## config.mk

```make
export PLATFORM = sky130hd
export DESIGN_NAME = ordered_process_queue
export DESIGN_NICKNAME = d
export VERILOG_FILES = /design/src/opq_pkg.sv /design/src/opq_store.sv /design/src/ordered_process_queue.sv
export SDC_FILE = /design/constraint.sdc
export NUM_CORES = 2
export LEC_CHECK = 0
export CAP_MARGIN = 20
export CORE_UTILIZATION = 55
export DETAILED_ROUTE_END_ITERATION = 16
export DONT_BUFFER_PORTS = 1
export PLACE_DENSITY = 0.82
export SETUP_SLACK_MARGIN = 0.4
export SKIP_LAST_GASP = 1
export SLEW_MARGIN = 10
export SYNTH_ARGS = -nofsm -noshare
export SYNTH_HDL_FRONTEND = slang
export SYNTH_SLANG_ARGS = --single-unit
```

## constraint.sdc

```tcl
create_clock -name i_clk -period 8.3 [get_ports i_clk]
set_input_delay 0.83 -clock i_clk [delete_from_list [all_inputs] [get_ports i_clk]]
set_output_delay 0.83 -clock i_clk [all_outputs]
set_load 0.005 [all_outputs]
```

## src/opq_pkg.sv

```systemverilog
// Package with commands, status codes and the record type of the ordered process queue
`timescale 1ns / 1ps
`default_nettype none

package opq_pkg;

    // command codes
    localparam logic [2:0] CMD_ENQ  = 3'd0;
    localparam logic [2:0] CMD_DEQ  = 3'd1;
    localparam logic [2:0] CMD_INS  = 3'd2;
    localparam logic [2:0] CMD_SWAP = 3'd3;
    localparam logic [2:0] CMD_PEEK = 3'd4;

    // status codes
    localparam logic [1:0] ST_OK    = 2'd0;
    localparam logic [1:0] ST_FULL  = 2'd1;
    localparam logic [1:0] ST_EMPTY = 2'd2;

    // one process record; {start_time, pid} is the ordering key
    typedef struct packed {
        logic [31:0] start_time;
        logic [15:0] pid;
        logic [19:0] time_slice;
        logic [19:0] job_time;
        logic [19:0] mem_size;
    } t_rec;

endpackage

`default_nettype wire

```

## src/opq_store.sv

```systemverilog
// Record memory: one write port, one read port with registered read data
`timescale 1ns / 1ps
`default_nettype none

module opq_store #(
    parameter int DEPTH = 16,
    localparam int AW = $clog2(DEPTH)
) (
    input  wire logic          i_clk,
    input  wire logic          i_wr_en,
    input  wire logic [AW-1:0] i_wr_addr,
    input  wire opq_pkg::t_rec i_wr_data,
    input  wire logic          i_rd_en,
    input  wire logic [AW-1:0] i_rd_addr,
    output opq_pkg::t_rec      o_rd_data
);
    import opq_pkg::*;

    t_rec r_mem [DEPTH];
    t_rec r_rd_data;

    // write port
    always_ff @(posedge i_clk) begin
        if (i_wr_en) begin
            r_mem[i_wr_addr] <= i_wr_data;
        end
    end

    // read port, data valid the cycle after the request
    always_ff @(posedge i_clk) begin
        if (i_rd_en) begin
            r_rd_data <= r_mem[i_rd_addr];
        end
    end

    assign o_rd_data = r_rd_data;

endmodule

`default_nettype wire

```

## src/ordered_process_queue.sv

```systemverilog
// Enqueue and refused commands go straight to the done state; dequeue and peek read the head;
// sorted insert walks back from the tail, moving larger records up; swap out scans all records,
// then closes the gap by moving the records after the pick down one slot.
// One transaction at a time: a new command is taken only once the last one has left the
// sequencer; input reopens once idle, even with a result held.
// Reset (synchronous, active low) empties the queue; record memory contents are not cleared.
`timescale 1ns / 1ps
`default_nettype none

module ordered_process_queue #(
    parameter int DEPTH = 16
) (
    input  wire logic        i_clk,
    input  wire logic        i_rst_n,
    input  wire logic        i_valid,
    output logic             o_stall,
    input  wire logic [2:0]  i_cmd,
    input  wire logic [15:0] i_pid,
    input  wire logic [31:0] i_start_time,
    input  wire logic [19:0] i_mem_size,
    input  wire logic [19:0] i_job_time,
    input  wire logic [19:0] i_time_slice,
    input  wire logic [31:0] i_now_tick,
    output logic             o_valid,
    input  wire logic        i_stall,
    output logic [1:0]       o_status,
    output logic [15:0]      o_out_pid,
    output logic [31:0]      o_out_start_time,
    output logic [19:0]      o_out_mem_size,
    output logic [19:0]      o_out_job_time,
    output logic [19:0]      o_out_time_slice,
    output logic [4:0]       o_entry_total
);
    import opq_pkg::*;

    localparam int IW = $clog2(DEPTH);
    localparam int CW = $clog2(DEPTH + 1);

    typedef enum logic [7:0] {
        S_IDLE    = 8'b0000_0001,
        S_HEAD_RD = 8'b0000_0010,
        S_INS_RD  = 8'b0000_0100,
        S_INS_CMP = 8'b0000_1000,
        S_INS_PUT = 8'b0001_0000,
        S_SCAN    = 8'b0010_0000,
        S_SHIFT   = 8'b0100_0000,
        S_DONE    = 8'b1000_0000
    } t_state;

    function automatic logic [IW-1:0] f_next(input logic [IW-1:0] idx);
        f_next = (idx == IW'(DEPTH - 1)) ? '0 : idx + IW'(1);
    endfunction

    function automatic logic [IW-1:0] f_prev(input logic [IW-1:0] idx);
        f_prev = (idx == '0) ? IW'(DEPTH - 1) : idx - IW'(1);
    endfunction

    t_state        r_state, n_state;
    logic [IW-1:0] r_head, r_tail, r_pos, r_ptr, r_pend_addr;
    logic [CW-1:0] r_count, r_i, r_n;
    logic          r_pend, r_found, r_first;
    logic [31:0]   r_best, r_now;
    t_rec          r_new, r_res;
    logic [1:0]    r_status;
    logic          r_o_vld;
    logic [1:0]    r_o_status;
    t_rec          r_o_rec;
    logic [4:0]    r_o_total;

    logic          accept, is_full, is_empty, out_free;
    logic          ins_less, scan_issue, scan_qual, shift_issue;
    logic [IW-1:0] last;
    t_rec          in_rec, rd_data, wr_data;
    logic          rd_en, wr_en;
    logic [IW-1:0] rd_addr, wr_addr;

    assign accept   = i_valid && !o_stall;
    assign is_full  = (r_count == CW'(DEPTH));
    assign is_empty = (r_count == '0);
    assign out_free = !r_o_vld || !i_stall;
    assign last     = f_prev(r_tail);

    assign in_rec = '{start_time: i_start_time, pid: i_pid, time_slice: i_time_slice,
                      job_time: i_job_time, mem_size: i_mem_size};

    // shared comparators: key order for insert, start time against tick and best for swap out
    assign ins_less    = {r_new.start_time, r_new.pid} < {rd_data.start_time, rd_data.pid};
    assign scan_qual   = (rd_data.start_time <= r_now) &&
                         (!r_found || (rd_data.start_time < r_best));
    assign scan_issue  = (r_i != r_count);
    assign shift_issue = (r_pos != last);

    opq_store #(.DEPTH(DEPTH)) u_store (
        .i_clk     (i_clk),
        .i_wr_en   (wr_en),
        .i_wr_addr (wr_addr),
        .i_wr_data (wr_data),
        .i_rd_en   (rd_en),
        .i_rd_addr (rd_addr),
        .o_rd_data (rd_data)
    );

    // memory port steering
    always_comb begin
        rd_en   = 1'b0;
        rd_addr = r_head;
        wr_en   = 1'b0;
        wr_addr = r_pos;
        wr_data = r_new;
        case (r_state)
            S_IDLE: begin
                if (accept && (i_cmd == CMD_ENQ) && !is_full) begin
                    wr_en   = 1'b1;
                    wr_addr = r_tail;
                    wr_data = in_rec;
                end
                if (accept && ((i_cmd == CMD_DEQ) || (i_cmd == CMD_PEEK)) && !is_empty) begin
                    rd_en = 1'b1;
                end
            end
            S_INS_RD: begin
                rd_en   = 1'b1;
                rd_addr = f_prev(r_pos);
            end
            S_INS_CMP: begin
                wr_en   = 1'b1;
                wr_data = ins_less ? rd_data : r_new;
            end
            S_INS_PUT: begin
                wr_en = 1'b1;
            end
            S_SCAN: begin
                rd_en   = scan_issue;
                rd_addr = r_ptr;
            end
            S_SHIFT: begin
                rd_en   = shift_issue;
                rd_addr = f_next(r_pos);
                wr_en   = r_pend;
                wr_addr = r_pend_addr;
                wr_data = rd_data;
            end
            default: begin
            end
        endcase
    end

    // sequencer next state
    always_comb begin
        n_state = r_state;
        case (r_state)
            S_IDLE: begin
                if (accept) begin
                    case (i_cmd)
                        CMD_ENQ:  n_state = S_DONE;
                        CMD_INS:  n_state = is_full ? S_DONE :
                                            (is_empty ? S_INS_PUT : S_INS_RD);
                        CMD_DEQ:  n_state = is_empty ? S_DONE : S_HEAD_RD;
                        CMD_PEEK: n_state = is_empty ? S_DONE : S_HEAD_RD;
                        CMD_SWAP: n_state = is_empty ? S_DONE : S_SCAN;
                        default:  n_state = S_DONE;
                    endcase
                end
            end
            S_HEAD_RD: n_state = S_DONE;
            S_INS_RD:  n_state = S_INS_CMP;
            S_INS_CMP: begin
                if (!ins_less) begin
                    n_state = S_DONE;
                end else if (r_n == CW'(1)) begin
                    n_state = S_INS_PUT;
                end else begin
                    n_state = S_INS_RD;
                end
            end
            S_INS_PUT: n_state = S_DONE;
            S_SCAN: begin
                if (!scan_issue && !r_pend) begin
                    n_state = S_SHIFT;
                end
            end
            S_SHIFT: begin
                if (!shift_issue && !r_pend) begin
                    n_state = S_DONE;
                end
            end
            S_DONE: begin
                if (out_free) begin
                    n_state = S_IDLE;
                end
            end
            default: n_state = S_IDLE;
        endcase
    end

    // datapath and queue pointers
    always_ff @(posedge i_clk) begin
        if (!i_rst_n) begin
            r_state <= S_IDLE;
            r_head  <= '0;
            r_tail  <= '0;
            r_count <= '0;
            r_pend  <= 1'b0;
            r_o_vld <= 1'b0;
        end else begin
            r_state <= n_state;
            // output register: load a finished result, drop one that was taken
            if ((r_state == S_DONE) && out_free) begin
                r_o_vld <= 1'b1;
            end else if (r_o_vld && !i_stall) begin
                r_o_vld <= 1'b0;
            end
            case (r_state)
                S_IDLE: begin
                    if (accept) begin
                        r_new    <= in_rec;
                        r_now    <= i_now_tick;
                        r_res    <= '0;
                        r_n      <= r_count;
                        r_ptr    <= r_head;
                        r_i      <= '0;
                        r_found  <= 1'b0;
                        r_first  <= 1'b1;
                        r_pend   <= 1'b0;
                        case (i_cmd)
                            CMD_ENQ, CMD_INS: begin
                                r_pos <= r_tail;
                                if (is_full) begin
                                    r_status <= ST_FULL;
                                end else begin
                                    r_status <= ST_OK;
                                    r_tail   <= f_next(r_tail);
                                    r_count  <= r_count + CW'(1);
                                end
                            end
                            CMD_DEQ: begin
                                if (is_empty) begin
                                    r_status <= ST_EMPTY;
                                end else begin
                                    r_status <= ST_OK;
                                    r_head   <= f_next(r_head);
                                    r_count  <= r_count - CW'(1);
                                end
                            end
                            CMD_SWAP: begin
                                r_pos    <= r_head;
                                r_status <= is_empty ? ST_EMPTY : ST_OK;
                            end
                            CMD_PEEK: begin
                                r_status <= is_empty ? ST_EMPTY : ST_OK;
                            end
                            default: begin
                                r_status <= ST_OK;
                            end
                        endcase
                    end
                end
                S_HEAD_RD: begin
                    r_res <= rd_data;
                end
                S_INS_CMP: begin
                    // move the larger record up one slot and keep walking back
                    if (ins_less) begin
                        r_pos <= f_prev(r_pos);
                        r_n   <= r_n - CW'(1);
                    end
                end
                S_SCAN: begin
                    if (scan_issue) begin
                        r_ptr <= f_next(r_ptr);
                        r_i   <= r_i + CW'(1);
                    end
                    r_pend      <= scan_issue;
                    r_pend_addr <= r_ptr;
                    if (r_pend) begin
                        r_first <= 1'b0;
                        if (scan_qual) begin
                            r_found <= 1'b1;
                            r_best  <= rd_data.start_time;
                            r_pos   <= r_pend_addr;
                            r_res   <= rd_data;
                        end else if (r_first) begin
                            // head is the fallback pick
                            r_res <= rd_data;
                        end
                    end
                end
                S_SHIFT: begin
                    // close the gap: read ahead one slot, write back one behind
                    if (shift_issue) begin
                        r_pos <= f_next(r_pos);
                    end
                    r_pend      <= shift_issue;
                    r_pend_addr <= r_pos;
                    if (!shift_issue && !r_pend) begin
                        r_tail  <= last;
                        r_count <= r_count - CW'(1);
                    end
                end
                S_DONE: begin
                    if (out_free) begin
                        r_o_status <= r_status;
                        r_o_rec    <= r_res;
                        r_o_total  <= 5'(r_count);
                    end
                end
                default: begin
                end
            endcase
        end
    end

    assign o_stall          = (r_state != S_IDLE);
    assign o_valid          = r_o_vld;
    assign o_status         = r_o_status;
    assign o_out_pid        = r_o_rec.pid;
    assign o_out_start_time = r_o_rec.start_time;
    assign o_out_mem_size   = r_o_rec.mem_size;
    assign o_out_job_time   = r_o_rec.job_time;
    assign o_out_time_slice = r_o_rec.time_slice;
    assign o_entry_total    = r_o_total;

endmodule

`default_nettype wire

```

[Yosys cells after proc, flatten, opt, wreduce, memory -nomap -nowiden]
Memory sizes are Yosys's and may differ from the RTL's. A register that Yosys moved wholly into a read port is not among the register bits.
Cells that the tools add are included.
Storage, ports and cells
  register bits after elaboration: 444
  memory bits (writable): 1728
  bits of input ports: 147
  output and inout bits: 117
  logic and storage cells: 215
  memories kept: 1
Operators by class
  $add $sub $neg: 10
  magnitude comparators: 3
  eq/ne operators: 37
  mux-type cells: 76
  bitwise operators: 1
  reduce and logical (&&, ||, !) cells: 54
Memories
  u_store.r_mem: depth 16, width 108, read ports 1, clocked after memory_dff 1, wr ports 1, line opq_store.sv:19  | t_rec r_mem [DEPTH];
Operator list (count)
  $mux 108: 6
  $pmux 108 s3: 2
  $mux 4: 18
  $mux 8: 8
  $pmux 8 s7: 1
  $mux 5: 10
  $lt 48x48->1: 1
  $pmux 4 s2: 5
  $pmux 5 s2: 4
  $le 32x32->1: 1
  $lt 32x32->1: 1
  $pmux 8 s3: 1
  $reduce_and 4->1: 6
  $ne 2x2->1 const B: 10
  $add 4x1->4 const B: 4
  $eq 4x4->1 const B: 4
  $pmux 4 s4: 1
  $reduce_and 5->1: 3
  $mux 1: 12
  $pmux 4 s3: 1
  $add 5x1->5 const B: 2
  $logic_and 1x1->1: 10
  $reduce_bool 2->1: 5
  $sub 5x1->5 const B: 2
  other kinds (40): 63

[Longest topological paths before layout]
  word-level depth: 9
  mapped depth: 13
  mapped depth without buffers: 10

[Hierarchy]
From an unflattened synthesis, not the netlist that was laid out.
Unflattened totals
  cells, all modules: 4452
  area total of the unflattened synthesis: 89148.0 um^2
By module, submodules not included
  opq_store: instances 1, cells each 2762, area each 67862.6 um^2, seq. area each 55132.9 um^2
  ordered_process_queue: instances 1, cells each 1690, area each 21285.4 um^2, seq. area each 13102.6 um^2

[Worst setup path after synthesis]
OpenSTA, ideal clock, no wires.
  path kind: input-to-reg
  from: input port i_cmd[0]
  to: memory u_store.r_mem[4][0] in the netlist's numbering, enable pin
  setup time: 0.576 ns
  arrival time: 6.882 ns
  required time: 7.724 ns
  setup slack: 0.842 ns
  stages on the path: 10
  buffers on the path: 2
  cells stage by stage: clkbuf_1 > nor2_1 > nand2_1 > o21a_1 > buf_2 > a21o_1 > and2_1 > a221oi_1 > nand2_1 > nor2_1
On the way
  cells in the longest elaborated chain, start to end: 7
  elaborated cells between the ends (all ways): 9
  classes of those cells: mux (6); reduce/logical (3)
Ends and longest elaborated chain
  start, declared: line ordered_process_queue.sv:17  | input wire logic [2:0] i_cmd,
  $logic_not 3->1 *: line ordered_process_queue.sv:112  | if (accept && (i_cmd == CMD_ENQ) && !is_full) begin
  $logic_and 1x1->1 * (2 in series): line ordered_process_queue.sv:112
  $mux 1: line ordered_process_queue.sv:112
  $pmux 1 s3: line ordered_process_queue.sv:110  | case (r_state)
  $mux 1: line opq_store.sv:24  | if (i_wr_en) begin
  $mux 1 (not written as such): line opq_store.sv:25  | r_mem[i_wr_addr] <= i_wr_data;
  end, declared: line opq_store.sv:19
Mark *: on every way between the ends. The rest lies on a longest branch, timed or not.

==> reports/results.txt <==
synth top area cells - edfxtp_1 (73%), nand2_1 (7.2%), nand3_1 (7.0%)
first-pass GRT wire length - 376 mm
Period minus WS final - 5.51 ns
layout cell share with drive strength beyond 1 - 0.0693
vias in the first global route - 60100
Synth area leader - edfxtp_1
Most used DFF post-synth - edfxtp_1
Cell Chain, Critical Path - nor4_4 -> and4b_1 -> inv_2 -> nor3_4 -> buf_4 -> buf_4 -> a221o_1 -> a21oi_1 -> a21oi_1 -> a2bb2oi_1
Clock transition at path regs - 0.06 ns
leakage power - 35.3 nW
grt ovf - 0
Rows - 150
Largest delay share family, worst path - buffers and inverters
initial antenna violation count - 31
status - complete, no violations
Ports - 264
Area Growth Syn to Fin - 9.89%
Setup Buffers After CTS - 0
Seq/Total Area, Yosys - 0.731
Syn Nets - 7522
Max VDD drop - 0.000254 V
Final TNS setup - 0 ns
worst slack at placement - 2.94 ns
Final setup viols - 0
CTS tree - built
fmax - 182 MHz
synth unique cells - 71
Core Util, Final - 0.611
CTS root buffer - clkbuf_16
CP Class - flip-flop to flip-flop
RR Endpoint - u_store.r_mem[3][10]
final hold vios - 0
Commonest cells post-synth - edfxtp_1 (2257), nand2_1 (1789), nand3_1 (1304)
Setup crit end kind - flip-flop
GP Congestion - 0.868
syn avg cell area - 12.9 sq um
worst min path class - input pin to flip-flop
RR Startpoint - r_state[2]
pwr dens - 286 mW/mm^2
top-area cell type share of the netlist area - 0.726
Die Y - 414 um
Hold Crit Depth - 0
hold_sp - i_start_time[12]
FF+latch count, synth - 2280
Critical path buffers and inverters - 3
most numerous cell in the Yosys netlist - edfxtp_1
Reg2Reg Depth - 10
Core Box Area - 0.168 sq mm
Final Max Slew Viols - 0
Worst-Margin Slew - 1.39 ns
DR vias/cell - 6.61
post-synthesis cell count - 7254
CP peak stage delay - 0.97 ns
PortBufs - 0
Hold-fix buffers, CTS - 0
worst skew pair latency - 0.87 ns
NumNets Final - 7427
die width - 414 um
slowest library cell on the worst path - a2bb2oi_1
PostCTS Resize Cnt - 0
Residual DRC - 0
Fin Clk Skew - 0.0354 ns
H-Tree Depth - 4
routed wire length - 260 mm
CTS max path bufs - 3
Post-synth EDFFs - 2257
drt initial violations - 11200
Power, Total - 29.3 mW
crit-path max FO - 61
r2r setup slk - 2.79 ns
RSZ-0062 raised after global routing - false
Initial Util - 0.556
final worst setup slack - 2.79 ns
Synth Warn # - 0
clk sinks - 2280
largest net degree at the start of global routing - 253
Wirelength per Cell - 27.2 um
max-cap check violation count - 0
Routed Antenna Nets - 0
placed cell area - 0.0953 sq mm
hold path endpoint - r_new[88]
CP startpoint kind - flip-flop
final HPWL from detailed placement - 130 mm
Synth Cell Area - 0.0933 sq mm
drt pass-1 iters - 7
Total GRT Usage - 0.297
WP data arrival - 5.98 ns
fin crit share - 0.663
ys async rst share - 0
slew margin rel. - 0.0707
Die Footprint - 0.171 sq mm
Design Area, Final - 0.103 sq mm
CTS buffer count - 212
crit path launch - r_state[2]
DR vias - 63200
required time worst endpoint - 8.77 ns
[per-stage QoR]
stage	std cells	hold WS, ns
2_1_floorplan	7254	0.400
3_3_place_gp	9086	0.401
3_5_place_dp	9090	0.405
4_1_cts	9475	0.0111
5_1_grt	9560	0.0343
6_report	9567	0.0552
[how the worst max path moves through the flow]
stage	to	slack, ns	depth (start not counted)
finish	u_store.r_mem[3][10]	2.79	10
global route	u_store.r_mem[7][26]	2.76	10
CTS	u_store.o_rd_data[22]	2.93	11
detailed placement	u_store.o_rd_data[20]	2.94	11
global placement	u_store.r_mem[0][61]	3.16	10
floorplan	u_store.r_mem[4][0]	0.84	10
[metal layers]
| metal | global-route usage | part of all wire | up-vias |
|---|---|---|---|
| met4 | 0.147 | 0.048 | 20 |
| met3 | 0.0713 | 0.15 | 820 |
| met2 | 0.460 | 0.46 | 5413 |
| met5 | 0 | 0.00057 | - |
| met1 | 0.394 | 0.34 | 30400 |
| li1 | - | - | 26500 |
[layout make-up]
type	count	area (sq um)
Multi-Input combinational cell	4387	22800
Timing Repair Buffer	156	1540
Fill cell	11600	65200
Clock buffer	263	5650
Inverter	122	458
Tap cell	2204	2760
Clock inverter	122	1010
Sequential cell	2280	68200
Antenna cell	33	82.6
[logic make-up (layout without fill, tap and decap cells)]
logic type	Yosys count	after routing	synth area share
and+or+nand+nor	3482	3482	0.167
DFF	2280	2280	0.731
AOI/OAI and AO/OA	742	742	0.0536
buffers and inverters	587	663	0.0274
adders and majority gates	121	121	0.0162
xor gates and xnor gates	29	29	0.00272
muxes	13	13	0.00149
other	0	33	0
[state kept, by name, summed over array words and instances (netlist names), 5 cells and up]
name / flops
o_entry_total: 5
o_out_start_time: 32
r_n: 5
o_out_time_slice: 20
r_count: 5
u_store.o_rd_data: 108
o_out_pid: 16
r_res: 108
r_new: 108
r_best: 32
o_out_job_time: 20
r_i: 5
r_state: 8
o_out_mem_size: 20
u_store.r_mem: 1728
r_now: 32
[layout by cell type, fill, tap and decap left out, drive strengths merged, types with 10 or more instances in the layout]
master	synthesis	routed
edfxtp	2257	2257
nand2	1789	1789
nand3	1304	1304
clkbuf	269	296
a21oi	253	253
o21ai	155	155
nand4	133	133
inv	122	130
buf	196	123
ha	121	121
and2	120	120
a2bb2oi	108	108
a221o	103	103
clkinv	0	91
nor2	62	62
a21o	55	55
diode	0	33
dfxtp	23	23
xnor2	18	18
a221oi	16	16
nor3	15	15
bufinv	0	13
nand2b	11	11
nor2b	11	11
xor2	11	11
clkinvlp	0	10
[worst register-to-register path, delay by kind of cell, from the launching register on]
| family | cells | cell delay (ns) |
|---|---|---|
| compound gates | 4 | 1.65 |
| buf+inv | 3 | 1.98 |
| simple gates | 3 | 1.11 |
| flops | 1 | 0.39 |
[where the power goes]
part / internal, mW / total, mW / switching [mW]
combinational: 1.23 / 4.56 / 3.34
sequential: 15.1 / 15.3 / 0.217
clock: 5.23 / 9.43 / 4.21
(Power assumes the default switching activity.)
